## config.mk

```make
export PLATFORM = sky130hd
export DESIGN_NAME = sorted_priority_queue_unit
export DESIGN_NICKNAME = d
export VERILOG_FILES = /design/src/rtl/srtpq_pkg.sv /design/src/rtl/sorted_priority_queue_unit.sv
export VERILOG_INCLUDE_DIRS = /design/src /design/src/rtl
export SDC_FILE = /design/constraint.sdc
export NUM_CORES = 1
export LEC_CHECK = 0
export ABC_AREA = 1
export BUFFER_PORTS_ARGS = -buffer_cell sky130_fd_sc_hd__buf_4
export CELL_PAD_IN_SITES_DETAIL_PLACEMENT = 1
export CELL_PAD_IN_SITES_GLOBAL_PLACEMENT = 2
export CORE_ASPECT_RATIO = 0.8
export CORE_MARGIN = 5
export CORE_UTILIZATION = 44
export CTS_CLUSTER_SIZE = 16
export DETAILED_ROUTE_END_ITERATION = 12
export GPL_TIMING_DRIVEN = 0
export PLACE_DENSITY = 0.92
export SYNTH_ARGS = -nofsm -noshare
export SYNTH_HDL_FRONTEND = slang
export SYNTH_SLANG_ARGS = --single-unit
```

## constraint.sdc

```tcl
create_clock -name i_clk -period 11.45 [get_ports i_clk]
set_input_delay 2.29 -clock i_clk [delete_from_list [all_inputs] [get_ports i_clk]]
set_output_delay 2.29 -clock i_clk [all_outputs]
set_load 0.05 [all_outputs]
```

## src/rtl/sorted_priority_queue_unit_assert.svh

```systemverilog
// ---------------------------------------------------------------------------
// Assertion macros for the sorted priority queue
// Concurrent checks clocked on i_clk; empty under synthesis.
// ---------------------------------------------------------------------------
`ifndef SORTED_PRIORITY_QUEUE_UNIT_ASSERT_SVH
`define SORTED_PRIORITY_QUEUE_UNIT_ASSERT_SVH

`ifndef SYNTHESIS
// check that is off while reset is asserted
`define SPQ_ASSERT(lbl, prop, msg) \
    lbl: assert property (@(posedge i_clk) disable iff (!i_rst_n) (prop)) else $error(msg);
// check that holds on every edge, reset included
`define SPQ_ASSERT_ALWAYS(lbl, prop, msg) \
    lbl: assert property (@(posedge i_clk) (prop)) else $error(msg);
`else
`define SPQ_ASSERT(lbl, prop, msg)
`define SPQ_ASSERT_ALWAYS(lbl, prop, msg)
`endif

`endif

```

## src/rtl/srtpq_pkg.sv

```systemverilog
// ---------------------------------------------------------------------------
// Sorted priority queue package
// Sizes, command and status codes, and the stored entry type.
// ---------------------------------------------------------------------------
package srtpq_pkg;

    localparam int DEPTH      = 16;
    localparam int TAG_WIDTH  = 16;
    localparam int RANK_WIDTH = 32;
    localparam int ADDR_W     = (DEPTH > 1) ? $clog2(DEPTH) : 1;
    localparam int CNT_W      = $clog2(DEPTH + 1);
    localparam int KIND_W     = 2;
    localparam int STATUS_W   = 2;

    localparam logic [KIND_W-1:0] KIND_ENQ   = 2'd0;
    localparam logic [KIND_W-1:0] KIND_DEQ   = 2'd1;
    localparam logic [KIND_W-1:0] KIND_CLEAR = 2'd2;

    localparam logic [STATUS_W-1:0] STAT_DONE  = 2'd0;
    localparam logic [STATUS_W-1:0] STAT_EMPTY = 2'd1;
    localparam logic [STATUS_W-1:0] STAT_FULL  = 2'd2;

    typedef struct packed {
        logic [RANK_WIDTH-1:0] rank;
        logic [TAG_WIDTH-1:0]  tag;
    } t_entry;

    // signed compare of two ranks: a is served after b
    function automatic logic rank_after(input logic [RANK_WIDTH-1:0] a,
                                        input logic [RANK_WIDTH-1:0] b);
        return $signed(a) > $signed(b);
    endfunction

endpackage

```

## src/rtl/sorted_priority_queue_unit.sv

```systemverilog
// ---------------------------------------------------------------------------
// Sorted priority queue unit
// Keeps up to DEPTH (tag, rank) entries in one memory, sorted by ascending
// signed rank; enqueue inserts behind equal ranks, dequeue pops the head.
// ---------------------------------------------------------------------------
// Timing: clear, undefined kinds, drops, empty dequeues and one-entry cases finish
//   in the accept cycle; enqueue walks down past larger ranks, then writes the entry;
//   dequeue walks up, shifting entries down. The result word shows in the next cycle.
// Throughput: one command at a time; one entry moves per cycle (one read, one write).
// Reset: synchronous, clears the count and control; entries need no clear.
//   The result receiver cannot stall: o_valid lasts exactly one cycle.
module sorted_priority_queue_unit (
    input  logic                                i_clk,
    input  logic                                i_rst_n,
    input  logic                                start,
    output logic                                busy,
    input  logic [srtpq_pkg::KIND_W-1:0]        i_kind,
    input  logic [srtpq_pkg::TAG_WIDTH-1:0]     i_tag,
    input  logic signed [srtpq_pkg::RANK_WIDTH-1:0] i_rank,
    output logic                                o_valid,
    output logic [srtpq_pkg::STATUS_W-1:0]      o_status,
    output logic [srtpq_pkg::TAG_WIDTH-1:0]     o_removed_tag,
    output logic [srtpq_pkg::TAG_WIDTH-1:0]     o_head_tag,
    output logic signed [srtpq_pkg::RANK_WIDTH-1:0] o_head_rank,
    output logic [srtpq_pkg::CNT_W-1:0]         o_occupancy,
    output logic                                o_is_empty
);
    import srtpq_pkg::*;

    `include "sorted_priority_queue_unit_assert.svh"

    // sequencer states
    localparam logic [1:0] S_IDLE  = 2'd0;
    localparam logic [1:0] S_INS   = 2'd1;  // walk down, shifting larger ranks up
    localparam logic [1:0] S_PUT   = 2'd2;  // place new entry at the head slot
    localparam logic [1:0] S_SHIFT = 2'd3;  // walk up, shifting entries down

    // entry memory: one write and one registered read per cycle
    t_entry mem [DEPTH];
    t_entry r_rdata;

    logic [1:0]           r_state, n_state;
    logic [ADDR_W-1:0]    r_idx,   n_idx;
    logic [CNT_W-1:0]     r_held,  n_held;
    t_entry               r_head,  n_head;
    t_entry               r_new,   n_new;
    logic [TAG_WIDTH-1:0] r_removed, n_removed;

    logic                 mem_we;
    logic [ADDR_W-1:0]    mem_waddr;
    t_entry               mem_wdata;
    logic [ADDR_W-1:0]    mem_raddr;

    logic                 fin;
    logic [STATUS_W-1:0]  fin_status;
    logic                 accept;

    assign busy   = (r_state != S_IDLE);
    assign accept = start && !busy;

    always_ff @(posedge i_clk) begin
        if (mem_we) begin
            mem[mem_waddr] <= mem_wdata;
        end
        r_rdata <= mem[mem_raddr];
    end

    always_comb begin
        n_state    = r_state;
        n_idx      = r_idx;
        n_held     = r_held;
        n_head     = r_head;
        n_new      = r_new;
        n_removed  = r_removed;
        mem_we     = 1'b0;
        mem_waddr  = r_idx;
        mem_wdata  = r_new;
        mem_raddr  = r_idx;
        fin        = 1'b0;
        fin_status = STAT_DONE;

        case (r_state)
            S_IDLE: begin
                if (accept) begin
                    n_new     = '{rank: i_rank, tag: i_tag};
                    n_removed = '0;
                    case (i_kind)
                        KIND_ENQ: begin
                            if (r_held >= CNT_W'(DEPTH)) begin
                                // drop: queue full
                                fin        = 1'b1;
                                fin_status = STAT_FULL;
                            end else if (r_held == '0) begin
                                mem_we    = 1'b1;
                                mem_waddr = '0;
                                mem_wdata = n_new;
                                n_head    = n_new;
                                n_held    = CNT_W'(1);
                                fin       = 1'b1;
                            end else begin
                                // start at the tail, read the last entry
                                n_idx     = r_held[ADDR_W-1:0];
                                mem_raddr = r_held[ADDR_W-1:0] - 1'b1;
                                n_state   = S_INS;
                            end
                        end
                        KIND_DEQ: begin
                            if (r_held == '0) begin
                                fin        = 1'b1;
                                fin_status = STAT_EMPTY;
                            end else if (r_held == CNT_W'(1)) begin
                                n_removed = r_head.tag;
                                n_held    = '0;
                                fin       = 1'b1;
                            end else begin
                                n_removed = r_head.tag;
                                n_idx     = ADDR_W'(1);
                                mem_raddr = ADDR_W'(1);
                                n_state   = S_SHIFT;
                            end
                        end
                        KIND_CLEAR: begin
                            n_held = '0;
                            fin    = 1'b1;
                        end
                        default: begin
                            // no-op command: report current head
                            fin = 1'b1;
                        end
                    endcase
                end
            end
            S_INS: begin
                if (rank_after(r_rdata.rank, r_new.rank)) begin
                    // move the larger entry up one slot
                    mem_we    = 1'b1;
                    mem_waddr = r_idx;
                    mem_wdata = r_rdata;
                    n_idx     = r_idx - 1'b1;
                    if (r_idx == ADDR_W'(1)) begin
                        n_state = S_PUT;
                    end else begin
                        mem_raddr = r_idx - ADDR_W'(2);
                    end
                end else begin
                    // slot found behind an equal or smaller rank
                    mem_we    = 1'b1;
                    mem_waddr = r_idx;
                    mem_wdata = r_new;
                    n_held    = r_held + 1'b1;
                    n_state   = S_IDLE;
                    fin       = 1'b1;
                end
            end
            S_PUT: begin
                mem_we    = 1'b1;
                mem_waddr = r_idx;
                mem_wdata = r_new;
                n_head    = r_new;
                n_held    = r_held + 1'b1;
                n_state   = S_IDLE;
                fin       = 1'b1;
            end
            S_SHIFT: begin
                mem_we    = 1'b1;
                mem_waddr = r_idx - 1'b1;
                mem_wdata = r_rdata;
                if (r_idx == ADDR_W'(1)) begin
                    n_head = r_rdata;
                end
                if ((CNT_W'(r_idx) + CNT_W'(1)) < r_held) begin
                    mem_raddr = r_idx + 1'b1;
                    n_idx     = r_idx + 1'b1;
                end else begin
                    n_held  = r_held - 1'b1;
                    n_state = S_IDLE;
                    fin     = 1'b1;
                end
            end
            default: begin
                n_state = S_IDLE;
            end
        endcase
    end

    always_ff @(posedge i_clk) begin
        if (!i_rst_n) begin
            r_state <= S_IDLE;
            r_held  <= '0;
            o_valid <= 1'b0;
        end else begin
            r_state <= n_state;
            r_held  <= n_held;
            o_valid <= fin;
        end
    end

    // payload registers, no reset needed
    always_ff @(posedge i_clk) begin
        r_idx     <= n_idx;
        r_head    <= n_head;
        r_new     <= n_new;
        r_removed <= n_removed;
        if (fin) begin
            o_status      <= fin_status;
            o_removed_tag <= n_removed;
            o_head_tag    <= (n_held != '0) ? n_head.tag : '0;
            o_head_rank   <= (n_held != '0) ? $signed(n_head.rank) : '0;
            o_occupancy   <= n_held;
            o_is_empty    <= (n_held == '0);
        end
    end

    // count stays within the memory
    `SPQ_ASSERT(a_held_bound, r_held <= CNT_W'(DEPTH), "entry count above depth")
    // a result word never shows while a command is still in flight
    `SPQ_ASSERT(a_valid_idle, o_valid |-> !busy, "result shown while busy")
    // count only moves at the end of a command
    `SPQ_ASSERT(a_held_hold, (busy && !fin) |=> $stable(r_held), "count moved mid command")
    // shift-down walk never addresses below the head slot
    `SPQ_ASSERT(a_shift_idx, (r_state == S_SHIFT) |-> (r_idx != '0), "shift index at zero")
    // empty flag agrees with the count it reports
    `SPQ_ASSERT(a_empty_flag, o_valid |-> (o_is_empty == (o_occupancy == '0)),
        "empty flag mismatch")

endmodule

```

* Word-level counts from Yosys, hierarchy flattened
Memories as Yosys holds them, arrays and structs flattened. A register that Yosys moved wholly into a read port is not among the register bits.
Cells that the tools add are included.
** Word-level totals
- Register bits after elaboration :: 196
- Memories :: 1
- RAM bits :: 768
** Memory list
- mem :: depth 16, width 48, read ports 1, clocked after memory_dff 1, write ports 1, line sorted_priority_queue_unit.sv:39 : t_entry mem [DEPTH];
** Operators by class
- Magnitude comparators :: 3
- Equal/unequal tests :: 16
- $add $sub $neg :: 7
- Reductions and logical operators :: 14
- Mux-type cells :: 74
** Operator list (count)
- $mux W48 :: 10
- $pmux W48 S4 :: 1
- $pmux W48 S3 :: 1
- $mux W16 :: 4
- $mux W4 :: 16
- $pmux W4 S3 :: 3
- $mux W5 :: 7
- $gt A32 B32 Y1 :: 1
- $pmux W5 S4 :: 1
- $mux W2 :: 9
- $pmux W4 S2 :: 2
- $ne A3 B3 Y1 const B :: 5
- $pmux W5 S3 :: 1
- $mux W1 :: 13
- $logic_not A5 Y1 :: 2
- $pmux W2 S2 :: 2
- $pmux W2 S4 :: 1
- $reduce_and A8 Y1 :: 1
- $sub A4 B1 Y4 const B :: 2
- $eq A2 B2 Y1 const B :: 3
- $ne A2 B2 Y1 const B :: 3
- $reduce_and A6 Y1 :: 1
- $add A4 B1 Y5 const B :: 1
- $add A5 B1 Y5 const B :: 1
- other kinds (20) :: 23

* Depth between registers and ports, before layout
- Depth after elaboration :: 8
- Gate-level depth with buffers :: 24
- Mapped depth without buffers :: 22

* Worst setup path after synthesis
Ideal clock, no wire load.
- Kind :: input to register
- Start :: in start
- End :: mem mem[0][0] in the netlist's numbering, enable pin
- Required time :: 10.996 ns
- Data arrival time :: 6.646 ns
- Cell stages on the path :: 9
- Slack :: 4.350 ns
- Path through :: nand2_2 -> inv_1 -> nand2_1 -> nor2_4 -> clkbuf_1 -> nor3_1 -> a31oi_1 -> nand3_1 -> nor2_1
** On the way
- Cells in the longest elaborated chain, start to end :: 5
** RTL lines
- from (decl) :: line sorted_priority_queue_unit.sv:15 : input logic start,
- $logic_and A1 B1 Y1 (*) :: line sorted_priority_queue_unit.sv:59 : assign accept = start && !busy;
- $mux W1 :: line sorted_priority_queue_unit.sv:84 : if (accept) begin
- $pmux W1 S2 :: line sorted_priority_queue_unit.sv:82 : case (r_state)
- $mux W1 :: line sorted_priority_queue_unit.sv:62 : if (mem_we) begin
- $mux W1 (implied by the code) :: line sorted_priority_queue_unit.sv:63 : mem[mem_waddr] <= mem_wdata;
- to (decl) :: line sorted_priority_queue_unit.sv:39
Every way passes the cells marked *; elsewhere a longest branch is shown, timed or not.

* Worst setup path in the final report
- Start :: reg r_state[0]
- End :: out busy
** On the way
- Cells in the longest elaborated chain, start to end :: 1
** RTL lines
- from (decl) :: line sorted_priority_queue_unit.sv:42 : logic [1:0] r_state, n_state;
- from (signal assigned) :: line sorted_priority_queue_unit.sv:192 : r_state <= n_state;
- $reduce_bool A2 Y1 :: line sorted_priority_queue_unit.sv:58 : assign busy = (r_state != S_IDLE);
- to (decl) :: line sorted_priority_queue_unit.sv:16 : output logic busy,
No other way between the ends.

==> summary.txt <==
Placement
  • PortBufs: 126
  • Setup slack after placement: 4790 ps
  • RePlAce Congestion: 0.9593
  • HPWL Detailed: 129,500 um

Yosys
  • Syn_nets: 4,796
  • Synthesized area per cell: 9.770 um^2
  • Netlist cell types: 46
  • Number of synthesized flops with an enable pin: 892
  • Top cells by area, synth: edfxtp_1 58%, nand2_1 11%, nand3_1 6.6%
  • Post-synthesis sequential area ratio: 0.6366
  • Synth Instances: 4,693
  • Synth warnings: 0
  • Area leader, netlist: edfxtp_1
  • Yosys top cell area share: 0.5842
  • FFs w/ async S/R, synth: 0
  • FF+latch count, synth: 1,012
  • Synthesized cell area: 0.04585 mm^2
  • Most used DFF post-synth: edfxtp_1

Final layout
  • ANT cells: 0
  • Fillers: 11,500
  • Nets: 5,079
  • Share of cells above drive strength 1: 0.1185
  • Area growth from synthesis to layout: 16.10%

Timing
  • Endpoints failing setup: 0
  • Final hold vios: 0
  • Fin. max-slew vios: 11
  • Tcrit/Tclk final: 0.5769
  • Slew Limit Headroom: -0.02358
  • Final setup TNS: 0 ps
  • Setup WS post-layout: 4844 ps
  • Fin crit period: 6606 ps
  • Fmax: 151.4 MHz
  • RSZ-0062 raised after global routing: no
  • Clock Skew: 29.25 ps
  • Tightest Pin Transition: 1535 ps

Detailed routing
  • Via Count: 38,090
  • Final WL: 181,300 um
  • WL/cell: 28.13 um
  • DR iter-0 viols: 4,892
  • 1st-pass router iterations: 6
  • Vias per inst: 5.910
  • Drt drc: 0
  • Antenna-violating nets left: 0

Clock network
  • CTS tree: yes
  • Clk Tree Root Cell: clkbuf_16
  • Post-CTS setup repair buffer count: 0
  • Clock H-tree levels: 3
  • Clk_lat worst skew: 730 ps
  • Clock Path Buffers: 3
  • Worst-path clk slew: 70 ps
  • Clock Sinks: 1,012
  • CTS Buf Count: 102
  • Post-CTS sizing: 0
  • Hold Buf Count CTS: 0

Setup path
  • Setup crit start kind: flop
  • Worst EP arrival: 4320 ps
  • Worst Path Required: 9160 ps
  • Critical Path Sink Type: output pin
  • Critical path fanouts, max: 10
  • Crit path kind: reg -> out

Floorplanning
  • Rows: 105
  • Die X: 370.9 um
  • Core region area: 0.1030 mm^2
  • Die height: 298.7 um
  • Starting Density: 0.4452
  • Ports: 127
  • Die area: 0.1108 mm^2

Hold path
  • Worst hold path class: reg -> reg

GRT
  • Vias in the first global route: 38,580
  • GRT Util Overall: 0.3198
  • Grt total ovfl: 0
  • Largest net degree at the start of global routing: 72
  • First-pass GRT wire length: 259,400 um
  • Initial antenna violation count: 10

Run
  • MaxCap Viol Count: 1

Run status
  • Failing checks: capacitance limit, slew limit
  • Run status: finished, violations left
-- critical path: stages, from the launching register on --
cell and delay, ps:
dfxtp_1 420, inv_1 120, ha_1 210, buf_2 180
inv_1 90, buf_2 240, buf_1 630, clkbuf_1 690
clkbuf_1 650, buf_4 330
-- area by class of cell --
class	count	area (um^2)	area share
clock inverter	41	435.4	0.008180
clock buffer	140	2882	0.05413
sequential	1012	29190	0.5483
tap	1391	1740	0.03269
timing repair buffer	179	1916	0.03599
inverter	568	2132	0.04005
buffer	289	1379	0.02590
multi-input combinational	2824	13560	0.2547
-- final timing paths --
kind / start / to / slack, ps / cells after the start
max: r_state[0]$_SDFFE_PN0P_ / busy / 4840 / 9
min: r_removed[8]$_DFF_P_ / r_removed[8]$_DFF_P_ / 470 / 2
max reg2reg: r_state[0]$_SDFFE_PN0P_ / mem[4][34]$_DFFE_PP_ / 6080 / 14
min reg2reg: r_removed[8]$_DFF_P_ / r_removed[8]$_DFF_P_ / 470 / 2
-- kinds of logic (layout without fill, tap and decap cells) --
| kind of cell | Yosys count | in the layout | share of synthesized area |
|---|---|---|---|
| buffers and inverters | 857 | 1217 | 0.07657 |
| flip-flops | 1012 | 1012 | 0.6366 |
| AND/OR/NAND/NOR | 2094 | 2094 | 0.1915 |
| AO/OA/AOI/OAI | 670 | 670 | 0.07976 |
| adder cells (fa/ha/maj) | 50 | 50 | 0.01364 |
| XOR/XNOR | 10 | 10 | 0.001910 |
-- synthesized netlist by cell type, types with 2 or more instances --
master    count
a211oi_1     18
a21o_1        2
a21oi_1     121
a21oi_2       2
a221o_1       2
a221oi_1      7
a22oi_1       2
a31oi_1      59
buf_1        21
buf_2       126
buf_4        20
buf_6         8
clkbuf_1    113
clkinv_1      2
dfxtp_1     120
edfxtp_1    892
ha_1         50
inv_1       548
inv_2        18
nand2_1    1332
nand2_2      15
nand2_4       2
nand3_1     602
nand3_2       5
nand4_1       8
nor2_1      113
nor2_2        7
nor2_4        2
nor3_1        5
o211ai_1      7
o21a_1        2
o21ai_0     409
o21ai_1      10
o21bai_1      3
o22ai_1       7
o32a_1       15
xnor2_1       2
xor2_1        8
-- sequential cells by signal (all words and copies together) (netlist names), 4 cells and up --
| signal | cells |
|---|---|
| r_removed | 16 |
| o_removed_tag | 16 |
| r_idx | 4 |
| o_head_tag | 16 |
| o_head_rank | 32 |
| r_head | 48 |
| r_rdata | 48 |
| r_held | 5 |
| mem | 768 |
| o_occupancy | 5 |
| r_new | 48 |
-- stage by stage --
step	cells	hold WS, ps	area (um^2)	utilization
finish	6444	475.0	53230	0.5168
global route	6444	504.7	53230	0.5168
CTS	6444	470.9	53190	0.5164
global placement	6210	444.7	48540	0.4712
floorplan	4693	430.7	45850	-
detailed placement	6263	454.9	49870	0.4842
-- routing by layer --
metal,global-route usage,vias to the layer above,part of all wire
met1,0.4499,19220,0.41
met2,0.4887,2131,0.44
met4,0.1113,4,0.040
li1,-,16340,-
met3,0.07464,389,0.11
met5,0,-,0.00017
-- placed cells by master, fill, tap and decap left out, drive strengths merged, types with 59 or more instances in the layout --
cell type and n:
nand2 1349, a21oi 123, edfxtp 892, nand3 608, nor2 122, a31oi 59
inv 569, dfxtp 120, buf 354, o21ai 420, clkbuf 254
Power is not shown: default switching activity piles up to over one toggle a cycle in this logic, so the estimate is an artifact.
